File: config.mk
export PLATFORM = sky130hd
export DESIGN_NAME = linear_scan_register_allocator
export DESIGN_NICKNAME = d
export VERILOG_FILES = /design/src/lsra_pkg.sv /design/src/linear_scan_register_allocator.sv /design/src/lsra_dpath.sv /design/src/lsra_ctrl.sv
export SDC_FILE = /design/constraint.sdc
export NUM_CORES = 1
export LEC_CHECK = 0
export BUFFER_PORTS_ARGS = -buffer_cell sky130_fd_sc_hd__buf_4
export CELL_PAD_IN_SITES_DETAIL_PLACEMENT = 0
export CELL_PAD_IN_SITES_GLOBAL_PLACEMENT = 1
export CORE_AREA = 8 8 211 213
export DETAILED_ROUTE_END_ITERATION = 16
export DIE_AREA = 0 0 219 221
export HOLD_SLACK_MARGIN = 0.02
export PLACE_DENSITY = 0.91
export SKIP_CTS_REPAIR_TIMING = 1
export SLEW_MARGIN = 20
export SYNTH_ARGS = -nofsm -noshare
export SYNTH_HDL_FRONTEND = slang
export SYNTH_SLANG_ARGS = --single-unit
File: constraint.sdc
create_clock -name clock -period 8.6 [get_ports clock]
set_input_delay 0.86 -clock clock [delete_from_list [all_inputs] [get_ports clock]]
set_output_delay 0.86 -clock clock [all_outputs]
set_load 0.005 [all_outputs]
File: src/lsra_pkg.sv
// ----------------------------------------------------------------------------
// Linear-scan register allocator package
// Shared widths, default parameter values and the command and status
// structures that join the controller to the datapath.
// ----------------------------------------------------------------------------
package lsra_pkg;

   // Field widths of the request and response words.
   localparam int ID_W  = 16;
   localparam int POS_W = 16;
   localparam int REG_W = 4;
   localparam int CNT_W = 16;

   // Default configuration of the register file.
   localparam int DEF_NUM_REGS  = 7;
   localparam int DEF_FIRST_REG = 4;

   // Commands from the controller to the datapath, at most one step a cycle.
   typedef struct packed {
      logic load;        // Capture the request word, apply the start-of-pass clear.
      logic expire;      // Free every active entry that ended before the new start.
      logic admit_free;  // Give the lowest free register to the new interval.
      logic scan_init;   // No register is free: start the eviction search.
      logic scan_step;   // Compare one active entry against the best so far.
      logic decide;      // Evict the best candidate or spill the new interval.
      logic publish;     // Move the finished result into the output register.
   } lsra_cmd_type;

   // Status from the datapath to the controller.
   typedef struct packed {
      logic any_free;    // At least one register is free.
      logic scan_last;   // The search is looking at the last slot.
   } lsra_status_type;

endpackage

File: src/linear_scan_register_allocator.sv
// ----------------------------------------------------------------------------
// Linear-scan register allocator
// Gives each live interval a register, evicting or spilling when full.
// ----------------------------------------------------------------------------
// Usage:
//   Live intervals arrive on the req_ channel in ascending start order, one
//   word each; a word is taken when req_valid is high and req_stall is low.
//   Each word yields exactly one rsp_ word: the register given, a self-spill
//   flag, the evicted interval if any, and a sticky pass-failure flag.
//   req_first_of_pass clears the active set before its interval is handled.
//   Timing: one interval is handled at a time. With a free register the
//   word goes through expiry and allocation and is published once the
//   output register is free; the next word is taken after the publish.
//   With all registers busy, the eviction search walks one slot per cycle.
//   The output register holds a finished word while rsp_stall is high; the
//   block may accept the next interval meanwhile, and waits only to publish.
//   Reset (synchronous) empties the active set, frees all registers, clears
//   the admit counter and the failure flag and drops rsp_valid.
// ----------------------------------------------------------------------------
module linear_scan_register_allocator #(
   parameter int NUM_REGS  = lsra_pkg::DEF_NUM_REGS,
   parameter int FIRST_REG = lsra_pkg::DEF_FIRST_REG
) (
   input  logic                       clock,
   input  logic                       reset,
   input  logic                       req_valid,
   output logic                       req_stall,
   input  logic                       req_first_of_pass,
   input  logic [lsra_pkg::ID_W-1:0]  req_interval_id,
   input  logic [lsra_pkg::POS_W-1:0] req_interval_start,
   input  logic [lsra_pkg::POS_W-1:0] req_interval_end,
   output logic                       rsp_valid,
   input  logic                       rsp_stall,
   output logic [lsra_pkg::REG_W-1:0] rsp_assigned_reg,
   output logic                       rsp_self_spilled,
   output logic                       rsp_evicted_valid,
   output logic [lsra_pkg::ID_W-1:0]  rsp_evicted_id,
   output logic                       rsp_pass_failed
);
   import lsra_pkg::*;

   lsra_cmd_type    cmd;
   lsra_status_type status;

   // Sequencer.
   lsra_ctrl u_ctrl (
      .clock     (clock),
      .reset     (reset),
      .req_valid (req_valid),
      .req_stall (req_stall),
      .rsp_valid (rsp_valid),
      .rsp_stall (rsp_stall),
      .cmd       (cmd),
      .status    (status)
   );

   // Active set and result path.
   lsra_dpath #(
      .NUM_REGS  (NUM_REGS),
      .FIRST_REG (FIRST_REG)
   ) u_dpath (
      .clock              (clock),
      .reset              (reset),
      .cmd                (cmd),
      .status             (status),
      .req_first_of_pass  (req_first_of_pass),
      .req_interval_id    (req_interval_id),
      .req_interval_start (req_interval_start),
      .req_interval_end   (req_interval_end),
      .rsp_assigned_reg   (rsp_assigned_reg),
      .rsp_self_spilled   (rsp_self_spilled),
      .rsp_evicted_valid  (rsp_evicted_valid),
      .rsp_evicted_id     (rsp_evicted_id),
      .rsp_pass_failed    (rsp_pass_failed)
   );

endmodule

File: src/lsra_dpath.sv
// ----------------------------------------------------------------------------
// Linear-scan register allocator datapath
// Active set, free detection, one-slot-a-cycle eviction search, result and
// output registers. Every step is started by a command from the controller.
// ----------------------------------------------------------------------------
module lsra_dpath #(
   parameter int NUM_REGS  = lsra_pkg::DEF_NUM_REGS,
   parameter int FIRST_REG = lsra_pkg::DEF_FIRST_REG
) (
   input  logic                           clock,
   input  logic                           reset,
   input  lsra_pkg::lsra_cmd_type         cmd,
   output lsra_pkg::lsra_status_type      status,
   input  logic                           req_first_of_pass,
   input  logic [lsra_pkg::ID_W-1:0]      req_interval_id,
   input  logic [lsra_pkg::POS_W-1:0]     req_interval_start,
   input  logic [lsra_pkg::POS_W-1:0]     req_interval_end,
   output logic [lsra_pkg::REG_W-1:0]     rsp_assigned_reg,
   output logic                           rsp_self_spilled,
   output logic                           rsp_evicted_valid,
   output logic [lsra_pkg::ID_W-1:0]      rsp_evicted_id,
   output logic                           rsp_pass_failed
);
   import lsra_pkg::*;

   localparam int SLOT_W = (NUM_REGS > 1) ? $clog2(NUM_REGS) : 1;

   // Active set: one entry per physical register.
   logic [NUM_REGS-1:0] valid_ff, valid_in;
   logic [POS_W-1:0]    entry_end_ff [NUM_REGS];
   logic [ID_W-1:0]     entry_id_ff  [NUM_REGS];
   logic [CNT_W-1:0]    entry_age_ff [NUM_REGS];
   logic [CNT_W-1:0]    count_ff, count_in;
   logic                failed_ff, failed_in;

   // Captured request word.
   logic [ID_W-1:0]     req_id_ff;
   logic [POS_W-1:0]    req_start_ff;
   logic [POS_W-1:0]    req_end_ff;

   // Eviction search registers.
   logic [SLOT_W-1:0]   scan_idx_ff;
   logic [SLOT_W-1:0]   best_slot_ff;
   logic [POS_W-1:0]    best_end_ff;
   logic [CNT_W-1:0]    best_dist_ff;

   // Finished result, then the output register.
   logic [REG_W-1:0]    res_reg_ff;
   logic                res_self_ff;
   logic                res_evict_ff;
   logic [ID_W-1:0]     res_evid_ff;
   logic [REG_W-1:0]    out_reg_ff;
   logic                out_self_ff;
   logic                out_evict_ff;
   logic [ID_W-1:0]     out_evid_ff;
   logic                out_failed_ff;

   logic [SLOT_W-1:0]   free_slot;
   logic [POS_W-1:0]    scan_end;
   logic [CNT_W-1:0]    scan_dist;
   logic                scan_better;
   logic                evict;
   logic                admit_en;
   logic [SLOT_W-1:0]   admit_slot;

   // Lowest-numbered free slot.
   always_comb begin
      free_slot = '0;
      for (int i = NUM_REGS - 1; i >= 0; i--) begin
         if (!valid_ff[i]) begin
            free_slot = SLOT_W'(i);
         end
      end
   end

   // One entry of the search: larger end wins, ties go to the latest admitted.
   assign scan_end    = entry_end_ff[scan_idx_ff];
   assign scan_dist   = count_ff - entry_age_ff[scan_idx_ff];
   assign scan_better = (scan_idx_ff == '0) || (scan_end > best_end_ff) ||
                        ((scan_end == best_end_ff) && (scan_dist < best_dist_ff));

   // The candidate is evicted only when it lives longer than the new interval.
   assign evict      = best_end_ff > req_end_ff;
   assign admit_en   = cmd.admit_free || (cmd.decide && evict);
   assign admit_slot = cmd.admit_free ? free_slot : best_slot_ff;

   assign status.any_free  = ~&valid_ff;
   assign status.scan_last = scan_idx_ff == SLOT_W'(NUM_REGS - 1);

   // Next value of the valid bits, the admit counter and the failure flag.
   always_comb begin
      valid_in  = valid_ff;
      count_in  = count_ff;
      failed_in = failed_ff;
      if (cmd.load && req_first_of_pass) begin
         valid_in  = '0;
         count_in  = '0;
         failed_in = 1'b0;
      end
      if (cmd.expire) begin
         for (int i = 0; i < NUM_REGS; i++) begin
            if (valid_ff[i] && (entry_end_ff[i] < req_start_ff)) begin
               valid_in[i] = 1'b0;
            end
         end
      end
      if (admit_en) begin
         valid_in[admit_slot] = 1'b1;
         count_in             = count_ff + CNT_W'(1);
      end
      if (cmd.scan_init) begin
         failed_in = 1'b1;
      end
   end

   // Control state of the active set.
   always_ff @(posedge clock) begin
      if (reset) begin
         valid_ff  <= '0;
         count_ff  <= '0;
         failed_ff <= 1'b0;
      end else begin
         valid_ff  <= valid_in;
         count_ff  <= count_in;
         failed_ff <= failed_in;
      end
   end

   // Entry payload, written when an interval is admitted.
   always_ff @(posedge clock) begin
      if (admit_en) begin
         entry_end_ff[admit_slot] <= req_end_ff;
         entry_id_ff[admit_slot]  <= req_id_ff;
         entry_age_ff[admit_slot] <= count_ff;
      end
   end

   // Request capture and the eviction search.
   always_ff @(posedge clock) begin
      if (cmd.load) begin
         req_id_ff    <= req_interval_id;
         req_start_ff <= req_interval_start;
         req_end_ff   <= req_interval_end;
      end
      if (cmd.scan_init) begin
         scan_idx_ff <= '0;
      end else if (cmd.scan_step) begin
         scan_idx_ff <= scan_idx_ff + SLOT_W'(1);
         if (scan_better) begin
            best_slot_ff <= scan_idx_ff;
            best_end_ff  <= scan_end;
            best_dist_ff <= scan_dist;
         end
      end
   end

   // Result of the current interval.
   always_ff @(posedge clock) begin
      if (cmd.admit_free) begin
         res_reg_ff   <= REG_W'(FIRST_REG) + REG_W'(free_slot);
         res_self_ff  <= 1'b0;
         res_evict_ff <= 1'b0;
         res_evid_ff  <= '0;
      end else if (cmd.decide) begin
         if (evict) begin
            res_reg_ff   <= REG_W'(FIRST_REG) + REG_W'(best_slot_ff);
            res_self_ff  <= 1'b0;
            res_evict_ff <= 1'b1;
            res_evid_ff  <= entry_id_ff[best_slot_ff];
         end else begin
            res_reg_ff   <= '0;
            res_self_ff  <= 1'b1;
            res_evict_ff <= 1'b0;
            res_evid_ff  <= '0;
         end
      end
   end

   // Output register, held while the receiver stalls.
   always_ff @(posedge clock) begin
      if (cmd.publish) begin
         out_reg_ff    <= res_reg_ff;
         out_self_ff   <= res_self_ff;
         out_evict_ff  <= res_evict_ff;
         out_evid_ff   <= res_evid_ff;
         out_failed_ff <= failed_ff;
      end
   end

   assign rsp_assigned_reg  = out_reg_ff;
   assign rsp_self_spilled  = out_self_ff;
   assign rsp_evicted_valid = out_evict_ff;
   assign rsp_evicted_id    = out_evid_ff;
   assign rsp_pass_failed   = out_failed_ff;

endmodule

File: src/lsra_ctrl.sv
// ----------------------------------------------------------------------------
// Linear-scan register allocator controller
// Sequences one interval at a time through expiry, allocation, the eviction
// search and the output handshake.
// ----------------------------------------------------------------------------
module lsra_ctrl (
   input  logic                      clock,
   input  logic                      reset,
   input  logic                      req_valid,
   output logic                      req_stall,
   output logic                      rsp_valid,
   input  logic                      rsp_stall,
   output lsra_pkg::lsra_cmd_type    cmd,
   input  lsra_pkg::lsra_status_type status
);
   import lsra_pkg::*;

   localparam logic [2:0] S_IDLE   = 3'd0;
   localparam logic [2:0] S_EXPIRE = 3'd1;
   localparam logic [2:0] S_ALLOC  = 3'd2;
   localparam logic [2:0] S_SCAN   = 3'd3;
   localparam logic [2:0] S_DECIDE = 3'd4;
   localparam logic [2:0] S_DONE   = 3'd5;

   logic [2:0] state_ff, state_in;
   logic       rsp_valid_ff, rsp_valid_in;
   logic       out_free;

   // The output register can take a word when empty or being emptied.
   assign out_free = !rsp_valid_ff || !rsp_stall;

   // Next state and commands.
   always_comb begin
      state_in = state_ff;
      cmd      = '0;
      unique case (state_ff)
         S_IDLE: begin
            if (req_valid) begin
               cmd.load = 1'b1;
               state_in = S_EXPIRE;
            end
         end
         S_EXPIRE: begin
            cmd.expire = 1'b1;
            state_in   = S_ALLOC;
         end
         S_ALLOC: begin
            if (status.any_free) begin
               cmd.admit_free = 1'b1;
               state_in       = S_DONE;
            end else begin
               cmd.scan_init = 1'b1;
               state_in      = S_SCAN;
            end
         end
         S_SCAN: begin
            cmd.scan_step = 1'b1;
            if (status.scan_last) begin
               state_in = S_DECIDE;
            end
         end
         S_DECIDE: begin
            cmd.decide = 1'b1;
            state_in   = S_DONE;
         end
         S_DONE: begin
            if (out_free) begin
               cmd.publish = 1'b1;
               state_in    = S_IDLE;
            end
         end
         default: begin
            state_in = S_IDLE;
         end
      endcase
   end

   // Response valid: set by a publish, cleared when the word is taken.
   always_comb begin
      rsp_valid_in = rsp_valid_ff;
      if (rsp_valid_ff && !rsp_stall) begin
         rsp_valid_in = 1'b0;
      end
      if (cmd.publish) begin
         rsp_valid_in = 1'b1;
      end
   end

   always_ff @(posedge clock) begin
      if (reset) begin
         state_ff     <= S_IDLE;
         rsp_valid_ff <= 1'b0;
      end else begin
         state_ff     <= state_in;
         rsp_valid_ff <= rsp_valid_in;
      end
   end

   assign req_stall = state_ff != S_IDLE;
   assign rsp_valid = rsp_valid_ff;

endmodule

After elaboration in Yosys (flattened, before gate mapping)
Memories as Yosys holds them, arrays and structs flattened. A register that Yosys moved wholly into a read port is not among the register bits.
Cells that the tools add are included.
{"block": "totals", "elab_cells": 135, "mem_bits_rw": 336, "n_memories": 3, "regBits": 159, "output_inout_bits": 25, "mem_bits_ro": 0, "latch_bits": 0, "inputBits": 53}
{"memory": "u_dpath.entry_age_ff", "depth": 7, "width": 16, "read_ports": 1, "rd_ports_with_merged_regs": 1, "write_ports": 1, "line": "lsra_dpath.sv:32", "text": "logic [CNT_W-1:0] entry_age_ff [NUM_REGS];"}
{"memory": "u_dpath.entry_end_ff", "depth": 7, "width": 16, "read_ports": 8, "rd_ports_with_merged_regs": 1, "write_ports": 1, "line": "lsra_dpath.sv:30", "text": "logic [POS_W-1:0] entry_end_ff [NUM_REGS];"}
{"memory": "u_dpath.entry_id_ff", "depth": 7, "width": 16, "read_ports": 1, "rd_ports_with_merged_regs": 1, "write_ports": 1, "line": "lsra_dpath.sv:31", "text": "logic [ID_W-1:0] entry_id_ff [NUM_REGS];"}
{"block": "classes", "bitwise": 2, "magnitude_cmp": 12, "div": 0, "mux": 54, "shifts": 0, "addsub": 5, "n_reduce_logical": 28, "mul": 0, "eq_ne": 10}
{"cell": "less-than comparator 16 bit", "n": 8}
{"cell": "two-way mux 3 bit", "n": 17}
{"cell": "two-way mux 16 bit", "n": 3}
{"cell": "greater-than comparator 16 bit", "n": 2}
{"cell": "two-way mux 1 bit", "n": 25}
{"cell": "two-way mux 7 bit", "n": 3}
{"cell": "case mux 3 bit (6 select lines)", "n": 1}
{"cell": "adder 16 x 1 -> 16 bit (second input constant)", "n": 1}
{"cell": "equality test 16 bit", "n": 1}
{"cell": "subtractor 16 bit", "n": 1}
{"cell": "logical AND 1 bit", "n": 12}
{"cell": "two-way mux 4 bit", "n": 3}
{"cell": "equality test 3 bit (second input constant)", "n": 3}
{"cell": "adder 3 x 3 -> 4 bit (first input constant)", "n": 2}
{"cell": "nonzero test 2 bit", "n": 4}
{"cell": "OR 7 bit", "n": 1}
{"cell": "AND reduction 7 bit", "n": 1}
{"cell": "equality test 3 x 2 -> 1 bit (second input constant)", "n": 2}
{"cell": "zero test 3 bit", "n": 2}
{"cell": "AND reduction 3 bit", "n": 2}
{"cell": "logical OR 1 bit", "n": 4}
{"cell": "less-than comparator 3 x 4 -> 1 bit (second input constant)", "n": 1}
{"cell": "inequality test 2 bit (second input constant)", "n": 2}
{"cell": "adder 3 x 1 -> 3 bit (second input constant)", "n": 1}
{"cell": "8 further kinds", "n": 9}

Longest topological paths before layout
Gate-level depths: netlist of run 1.
{"block": "depth", "depth_word": 14, "ltp_mapped": 22, "depth_no_buf": 20}

By module
From an unflattened synthesis of run 1, not the netlist that was laid out.
{"block": "hier_totals", "hier_cells": 1503, "hier_area_um2": 23222.3}
{"mod": "lsra_dpath", "n_inst": 1, "seq_area_each_um2": 14894.3, "area_each_um2": 22939.5, "cells_per_inst": 1467}
{"mod": "lsra_ctrl", "n_inst": 1, "seq_area_each_um2": 80.1, "area_each_um2": 282.8, "cells_per_inst": 36}

Worst setup path before layout of run 1
OpenSTA, ideal clock, no wires.
{"block": "synth_timing", "path_kind": "flip-flop to flip-flop", "from": "register u_dpath.req_end_ff[15]", "to": "memory u_dpath.entry_age_ff[3][0], enable pin", "arrival_ns": 5.143, "setup_time_ns": 0.513, "n_path_buf": 0, "required_time_ns": 8.087, "synth_period_minus_slack_ns": 5.656, "slack_ns": 2.944, "stages_incl_launch_ff": 9, "path_cell_list": "edfxtp_1 > inv_1 > ha_1 > nand4_1 > or2_4 > a2111oi_2 > or4_1 > a31oi_4 > nor3_1"}
{"block": "synth_between", "elab_chain_len": 5}
{"item": "from (decl)", "line": "lsra_dpath.sv:39", "text": "logic [POS_W-1:0] req_end_ff;"}
{"item": "from (signal assigned)", "line": "lsra_dpath.sv:143", "text": "req_end_ff <= req_interval_end;"}
{"item": "greater-than comparator 16 bit", "line": "lsra_dpath.sv:83", "text": "assign evict = best_end_ff > req_end_ff;"}
{"item": "logical AND 1 bit", "line": "lsra_dpath.sv:84", "text": "assign admit_en = cmd.admit_free || (cmd.decide && evict);"}
{"item": "logical OR 1 bit", "line": "lsra_dpath.sv:84"}
{"item": "two-way mux 1 bit", "line": "lsra_dpath.sv:131", "text": "if (admit_en) begin"}
{"item": "two-way mux 1 bit (implied by the code)", "line": "lsra_dpath.sv:134", "text": "entry_age_ff[admit_slot] <= count_ff;"}
{"item": "to (decl)", "line": "lsra_dpath.sv:32"}
No other way between the ends.

==> results of run 1 <==
## power by group through the flow
stage                     combinational [mW]  sequential, mW  clock (mW)
after global placement                  1.16            3.11           0
after detailed placement                1.19            3.11           0
final                                   1.19            3.06        2.25
after global routing                    1.32            3.08        2.38
after floorplan                        0.968            2.98           0
after CTS                               1.20            3.06        2.29
## logic make-up (layout without fill, tap and decap cells)
logic type	after synthesis	in the layout	share of synthesized area (%)
mux	155	155	10.3
simple gates	257	257	5.37
buf+inv	128	285	2.24
flops	517	517	64.8
xor+xnor	16	16	0.607
fa+ha+maj	172	172	9.35
compound gates	266	266	7.31
## per-layer routing
layer,track usage (%),vias up,share of wire [%]
met5,0,-,0.026
met1,27.2,6593,43
met3,3.97,90,6.5
met4,6.35,2,2.5
met2,33.6,461,48
li1,-,6116,-
## synthesized netlist by cell type (22+ instances only)
master and number:
sky130_fd_sc_hd__nand2_1 96, sky130_fd_sc_hd__clkbuf_1 22, sky130_fd_sc_hd__inv_1 86, sky130_fd_sc_hd__ha_1 171
sky130_fd_sc_hd__dfxtp_1 55, sky130_fd_sc_hd__o21ai_0 89, sky130_fd_sc_hd__mux2i_1 71, sky130_fd_sc_hd__mux4_2 64
sky130_fd_sc_hd__nand3_1 31, sky130_fd_sc_hd__nor2_1 43, sky130_fd_sc_hd__edfxtp_1 462, sky130_fd_sc_hd__a21oi_1 59
sky130_fd_sc_hd__a21o_1 30
## layout make-up
cell class,instances,area (um2)
Multi-Input combinational cell,866,7660
Inverter,86,323
Tap cell,539,674
Sequential cell,517,15000
Fill cell,2877,15200
Timing Repair Buffer,101,758
Clock inverter,29,322
Clock buffer,69,1390
## stage by stage
| step | area, um2 | hold slack (ns) | setup slack [ns] |
|---|---|---|---|
| floorplan | 23100 | 0.400 | 2.94 |
| global placement | 24400 | 0.405 | 2.83 |
| detailed placement | 24400 | 0.413 | 2.63 |
| CTS | 26100 | 0.389 | 2.59 |
| global route | 26100 | 0.397 | 2.26 |
| finish | 26100 | 0.424 | 2.73 |
## path summary, 6_finish.rpt
check / from / endpoint / depth (start not counted)
worst min register to register: u_dpath.res_evid_ff[6] / u_dpath.rsp_evicted_id[6] / 0
worst max-delay path: flip-flop / u_dpath.best_end_ff[1] / 19
worst min-delay path: req_interval_end[11] / u_dpath.req_end_ff[11] / 1
worst max register to register: flip-flop / u_dpath.best_end_ff[1] / 19
==> impl_summary.txt, run 1 <==
----------------------------------------------------
[Logic synthesis]
  Dominant cells by area after synthesis ... sky130_fd_sc_hd__edfxtp_1 (60%), sky130_fd_sc_hd__ha_1 (9.3%), sky130_fd_sc_hd__mux4_2 (6.2%)
  Synthesized instance count ... 1511
  Register bit count reported by yosys ... 517
  Number of different library cells in the post-synthesis netlist ... 65
  FFs w/ async S/R, synth ... 0%
  EDFF count, synth ... 462
  Yosys top cell by area ... sky130_fd_sc_hd__edfxtp_1
  Fraction of synthesized cell area taken by the top area cell type ... 60.1%
  Netlist area before placement ... 23100 um2
  Synthesis Warnings ... 0
  Sequential cell area fraction in the yosys report ... 64.8%
  Main synth FF type ... sky130_fd_sc_hd__edfxtp_1
  Post-Syn Nets ... 1736
  Post-synthesis area per instance ... 15.3 um2

[Timing]
  Portion of the clock cycle consumed by the worst path in the final layout ... 68.2%
  Finish-stage setup viols ... 0
  Max-Slew Margin vs Limit ... 30.5%
  FMAX ... 170 MHz
  Worst Tran Pin Value ... 1.02 ns
  Min Tclk post-route ... 5.87 ns
  Final slew viol count ... 0
  TNS Setup ... 0 ns
  Setup repair after global routing missed its margin ... no
  Post-route clock skew ... 0.00910 ns
  Final hold viol count ... 0

[Final layout]
  Number of nets in the final layout ... 1849
  Utilization of the core after routing ... 63.2%
  Register with the highest flop count ... u_dpath.entry_end_ff
  Fraction of final layout cells sized beyond drive strength 1 ... 17.1%
  Max FFs per register ... 128
  Commonest non-fill, non-tap cells in the layout ... sky130_fd_sc_hd__edfxtp_1 (462), sky130_fd_sc_hd__ha_1 (171), sky130_fd_sc_hd__buf_4 (101)
  Non-filler instance count after layout ... 2207
  Most frequent standard cell in the layout excluding fill and tap cells ... sky130_fd_sc_hd__edfxtp_1
  Largest regs ... u_dpath.entry_end_ff: 128 flops, u_dpath.entry_age_ff: 112 flops, u_dpath.entry_id_ff: 112 flops
  Number of antenna repair diodes ... 0
  Area overhead of the layout relative to synthesis ... 13.0%

[Drt]
  TritonRoute pass-1 iters ... 5
  Post-DR wirelength/cell ... 22.6 um
  DRC violation count after routing ... 0
  Total vias in the final route ... 13300
  Total length of routed wires ... 49800 um
  Antenna viol nets, final ... 0
  Post-detailed-route via-to-cell ratio ... 6.01
  Iteration-0 DRC Markers ... 1082

[Critical path]
  Crit path arrival time ... 6.12 ns
  CP max stage delay ... 0.87 ns
  Startpoint kind of the worst setup timing path ... flip-flop
  Worst setup path class ... flip-flop to flip-flop
  Kind of end point of the critical path ... flip-flop
  Worst endpoint required time ... 8.86 ns
  Maximum net fanout on the critical path ... 40
  List of cells traversed by the critical path ... buf_4 > mux2i_1 > o21ai_0 > mux2i_1 > ha_1 > nor2b_1 > o31ai_1 > a22oi_1 > nand4_1 > nand3_1 > o41a_1 > xor2_1 > ha_1 > and4_1 > a211oi_1 > nand3_1 > o21a_1 > inv_1 > buf_4
  Worst setup slack for register-to-register paths ... 2.73 ns
  Buffering stage count on the worst path with inverters included ... 3
  Slowest cell on the critical path ... sky130_fd_sc_hd__dfxtp_4
  Family with the most delay on the worst path ... compound AO/OA/AOI/OAI gates

[Global route]
  Initial antenna violation count ... 1
  Global-route wire length before repair ... 77500 um
  Overall global routing resource usage ... 20.4%
  Via count of the first global-routing pass ... 13800
  Residual overflow from global routing ... 0
  Pin count of the biggest net entering global routing ... 50

[Die]
  Vertical die dimension ... 221 um
  Count of boundary I/O pins ... 78
  Floorplan row count ... 75
  Starting Density ... 55.9%
  Chip Width ... 219 um
  Die ar. ... 48400 um2
  CORE AREA ... 41300 um2

[CTS]
  CTS Root Buffer Type ... sky130_fd_sc_hd__clkbuf_16
  Clk buf depth ... 3
  Clock input transition at the sequential cells of the worst setup and hold paths ... 0.06 ns
  Number of H-tree branching levels ... 2
  Latest clock arrival within the worst-skew pair ... 0.61 ns
  Number of CTS-inserted buffers ... 52
  CTS tree ... done
  Total number of clock tree sinks ... 517

[Power]
  Internal power summed over all cells ... 4.76 mW
  Clock power share ... 34.6%
  Power density of the placed cells ... 249 nW/um2
  Total Power Consumption ... 6.50 mW
  Worst VDD drop ... 159 uV
  Switching power summed over all nets ... 1.74 mW
  Leakage power figure ... 9.72 nW
  Gate power share ... 18.3%
  Part of the power in registers ... 47.0%
  Switching power share of the total ... 26.8%

[Status]
  Result of the run ... completed

[Placement]
  Placed wire-length estimate after detailed placement ... 32100 um
  Total placed cells including tap cells ... 2109
  Port-buffer cells ... 77
  Routability cong. ... 0.871

[Hold path]
  Worst min-delay path category ... primary input to flip-flop

[Run]
  Number of max-cap violations ... 0

----------------------------------------------------
(Power assumes the default switching activity.)
==> run 2: changes to the inputs <==
ABC_AREA = 1   (was default)
CORE_AREA = 8 8 225 227   (was 8 8 211 213)
DIE_AREA = 0 0 233 235   (was 0 0 219 221)
PLACE_DENSITY = 0.87   (was 0.91)
clock period = 5.9 ns   (was 8.6 ns; I/O delays follow)
==> impl_summary.txt, run 2 <==
----------------------------------------------------
[Status]
  Result of the run ... completed

[Power]
  Worst VDD drop ... 285 uV (+80%)
  Power density of the placed cells ... 395 nW/um2 (+59%)
  Leakage power figure ... 10.3 nW (+5.5%)
  Total Power Consumption ... 10.5 mW (+62%)

[Logic synthesis]
  EDFF count, synth ... 462 (unchanged)
  Post-synthesis area per instance ... 11.3 um2 (-26%)
  Dominant cells by area after synthesis ... sky130_fd_sc_hd__edfxtp_1 (59%), sky130_fd_sc_hd__ha_1 (9.0%), sky130_fd_sc_hd__nand2_1 (5.6%)
  Synthesized instance count ... 2098 (+39%)
  Post-Syn Nets ... 2323 (+34%)
  Netlist area before placement ... 23700 um2 (+2.5%)
  Register bit count reported by yosys ... 517 (unchanged)
  Library cell with the highest instance count after synthesis ... sky130_fd_sc_hd__edfxtp_1
  Sequential cell area fraction in the yosys report ... 63.2% (-1.6 points)
  FFs w/ async S/R, synth ... 0% (unchanged)
  Main synth FF type ... sky130_fd_sc_hd__edfxtp_1
  Synthesis Warnings ... 0 (unchanged)
  Most used standard cells in the synthesized netlist ... sky130_fd_sc_hd__edfxtp_1 (462), sky130_fd_sc_hd__nand2_1 (356), sky130_fd_sc_hd__nor2_1 (224)
  Fraction of synthesized cell area taken by the top area cell type ... 58.6% (-1.5 points)
  Yosys top cell by area ... sky130_fd_sc_hd__edfxtp_1
  Number of different library cells in the post-synthesis netlist ... 51 (-22%)

[Critical path]
  Startpoint kind of the worst setup timing path ... flip-flop
  Kind of end point of the critical path ... flip-flop
  Slowest cell on the critical path ... sky130_fd_sc_hd__inv_2
  Maximum net fanout on the critical path ... 37 (-7.5%)
  Cell repeated most along the worst path ... sky130_fd_sc_hd__a21oi_1
  Buffering stage count on the worst path with inverters included ... 4 (+1)
  CP max stage delay ... 0.58 ns (-0.29 ns)
  Crit path arrival time ... 5.28 ns (-0.84 ns)
  Family with the most delay on the worst path ... compound AO/OA/AOI/OAI gates
  List of cells traversed by the critical path ... inv_2 > buf_4 > a21oi_1 > a32oi_1 > o21ai_0 > ha_1 > a21oi_1 > o21ai_0 > nand2_1 > nand3b_1 > a21oi_1 > xnor2_1 > ha_1 > a21oi_1 > o21ai_0 > a21oi_1 > nand3_1 > nand3_1 > nand2_1 > inv_1 > buf_4
  Worst setup path class ... flip-flop to flip-flop
  Worst endpoint required time ... 6.14 ns (-2.72 ns)
  Worst setup slack for register-to-register paths ... 0.86 ns (-1.87 ns)

[CTS]
  Latest clock arrival within the worst-skew pair ... 0.63 ns (+0.02 ns)
  Total number of clock tree sinks ... 517 (unchanged)
  Clock input transition at the sequential cells of the worst setup and hold paths ... 0.07 ns (about the same)
  CTS tree ... done
  Number of H-tree branching levels ... 2 (unchanged)
  CTS Root Buffer Type ... sky130_fd_sc_hd__clkbuf_16
  Number of CTS-inserted buffers ... 53 (+1.9%)
  Clk buf depth ... 3 (unchanged)

[Die]
  Die ar. ... 54800 um2 (+13%)
  Starting Density ... 50.2% (-5.7 points)
  CORE AREA ... 47100 um2 (+14%)
  Vertical die dimension ... 235 um (+6.3%)
  Floorplan row count ... 80 (+6.7%)
  Chip Width ... 233 um (+6.4%)
  Count of boundary I/O pins ... 78 (unchanged)

[Drt]
  Total vias in the final route ... 16100 (+22%)
  TritonRoute pass-1 iters ... 5 (unchanged)
  Post-DR wirelength/cell ... 19.8 um (-12%)
  Antenna viol nets, final ... 0 (unchanged)
  DRC violation count after routing ... 0 (unchanged)
  Total length of routed wires ... 56100 um (+13%)
  Post-detailed-route via-to-cell ratio ... 5.69 (-5.4%)
  Iteration-0 DRC Markers ... 1269 (+17%)

[Timing]
  Post-route clock skew ... 0.0298 ns (+0.0207 ns)
  FMAX ... 198 MHz (+16%)
  Worst Tran Pin Value ... 0.988 ns (-0.0282 ns)
  Finish-stage setup viols ... 0 (unchanged)
  TNS Setup ... 0 ns (unchanged)
  Portion of the clock cycle consumed by the worst path in the final layout ... 85.4% (+17 points)
  Min Tclk post-route ... 5.04 ns (-0.829 ns)
  Final slew viol count ... 0 (unchanged)
  Final hold viol count ... 0 (unchanged)
  Max-Slew Margin vs Limit ... 34.0% (+3.5 points)
  Setup repair after global routing missed its margin ... no

[Final layout]
  Commonest non-fill, non-tap cells in the layout ... sky130_fd_sc_hd__edfxtp_1 (462), sky130_fd_sc_hd__nand2_1 (356), sky130_fd_sc_hd__nor2_1 (222)
  Most frequent standard cell in the layout excluding fill and tap cells ... sky130_fd_sc_hd__edfxtp_1
  Fraction of final layout cells sized beyond drive strength 1 ... 9.90% (-7.2 points)
  Number of nets in the final layout ... 2404 (+30%)
  Largest regs ... u_dpath.entry_end_ff: 128 flops, u_dpath.entry_age_ff: 112 flops, u_dpath.entry_id_ff: 112 flops
  Layout filler cell count ... 3851 (+34%)
  Max FFs per register ... 128 (unchanged)
  Area overhead of the layout relative to synthesis ... 12.6%
  Register with the highest flop count ... u_dpath.entry_end_ff
  Number of antenna repair diodes ... 0 (unchanged)

[Global route]
  Pin count of the biggest net entering global routing ... 67 (+34%)
  Residual overflow from global routing ... 0 (unchanged)
  Initial antenna violation count ... 0 (-1)
  Via count of the first global-routing pass ... 15800 (+15%)
  Global-route wire length before repair ... 87100 um (+12%)
  Overall global routing resource usage ... 20.0% (-0.44 points)

[Hold path]
  Worst min-delay path category ... primary input to flip-flop

[Run]
  Number of max-cap violations ... 0 (unchanged)

[Placement]
  Placed wire-length estimate after detailed placement ... 35700 um (+11%)
  Port-buffer cells ... 77 (unchanged)
  Routability cong. ... 0.896 (+2.9%)

----------------------------------------------------
==> run 2: layout make-up <==
type / count / area [um2] / area share (%)
Sequential cell: 517 / 15000 / 56.2
Multi-Input combinational cell: 1341 / 7760 / 29.1
Clock buffer: 64 / 1390 / 5.20
Timing Repair Buffer: 103 / 773 / 2.90
Tap cell: 615 / 769 / 2.89
Inverter: 163 / 619 / 2.32
Clock inverter: 35 / 383 / 1.44
==> run 2: layer usage <==
layer  routed length [um]  share of wire (%)  up-vias  global-route usage (%)
met5                    0                  0        -                       0
met4                 1050                1.9        0                    5.71
met2                26800                 48      538                    32.6
met3                 3700                6.6       76                    3.01
met1                24600                 44     7879                    27.5
li1                     -                  -     7647                       -
==> run 2: per-stage QoR <==
stage               instances  utilization [%]  hold slack [ns]  instance area, um2  setup WS, ns
global route             2838             56.6            0.110               26700         0.469
detailed placement       2739             52.8            0.421               24900         0.956
global placement         2739             52.8            0.417               24900          1.11
finish                   2838             56.6            0.134               26700         0.861
CTS                      2838             56.6            0.102               26700         0.904
floorplan                2098                -            0.400               23700          1.46
==> run 2: worst register-to-register path, cell delays in order (launching register included) <==
cell,delay [ns]
sky130_fd_sc_hd__dfxtp_1,0.39
sky130_fd_sc_hd__inv_2,0.58
sky130_fd_sc_hd__buf_4,0.35
sky130_fd_sc_hd__a21oi_1,0.07
sky130_fd_sc_hd__a32oi_1,0.17
sky130_fd_sc_hd__o21ai_0,0.11
sky130_fd_sc_hd__ha_1,0.38
sky130_fd_sc_hd__a21oi_1,0.24
sky130_fd_sc_hd__o21ai_0,0.15
sky130_fd_sc_hd__nand2_1,0.08
sky130_fd_sc_hd__nand3b_1,0.07
sky130_fd_sc_hd__a21oi_1,0.16
sky130_fd_sc_hd__xnor2_1,0.18
sky130_fd_sc_hd__ha_1,0.29
sky130_fd_sc_hd__a21oi_1,0.14
sky130_fd_sc_hd__o21ai_0,0.10
sky130_fd_sc_hd__a21oi_1,0.28
sky130_fd_sc_hd__nand3_1,0.14
sky130_fd_sc_hd__nand3_1,0.16
sky130_fd_sc_hd__nand2_1,0.13
sky130_fd_sc_hd__inv_1,0.07
sky130_fd_sc_hd__buf_4,0.42
==> run 2: report_power, final <==
part | total [mW] | switching, mW | internal (mW)
combinational | 2.73 | 1.82 | 0.906
clock | 3.39 | 1.50 | 1.90
sequential | 4.41 | 0.145 | 4.26
total | 10.5 | 3.47 | 7.07
==> run 2: final timing paths <==
path,end,depth (start not counted),start
setup / recovery,u_dpath.best_dist_ff[11],21,flip-flop
hold / removal,u_dpath.req_id_ff[1],1,req_interval_id[1]
setup reg to reg,u_dpath.best_dist_ff[11],21,flip-flop
hold reg to reg,u_dpath.rsp_evicted_id[13],0,u_dpath.res_evid_ff[13]
==> run 2: cells by family after synthesis <==
family                     synth area share (%)
AOI/OAI and AO/OA                          9.53
muxes                                     0.169
DFF                                        63.2
adders and majority gates                  9.12
xor gates and xnor gates                  0.962
buffers and inverters                      4.05
and+or+nand+nor                            12.9
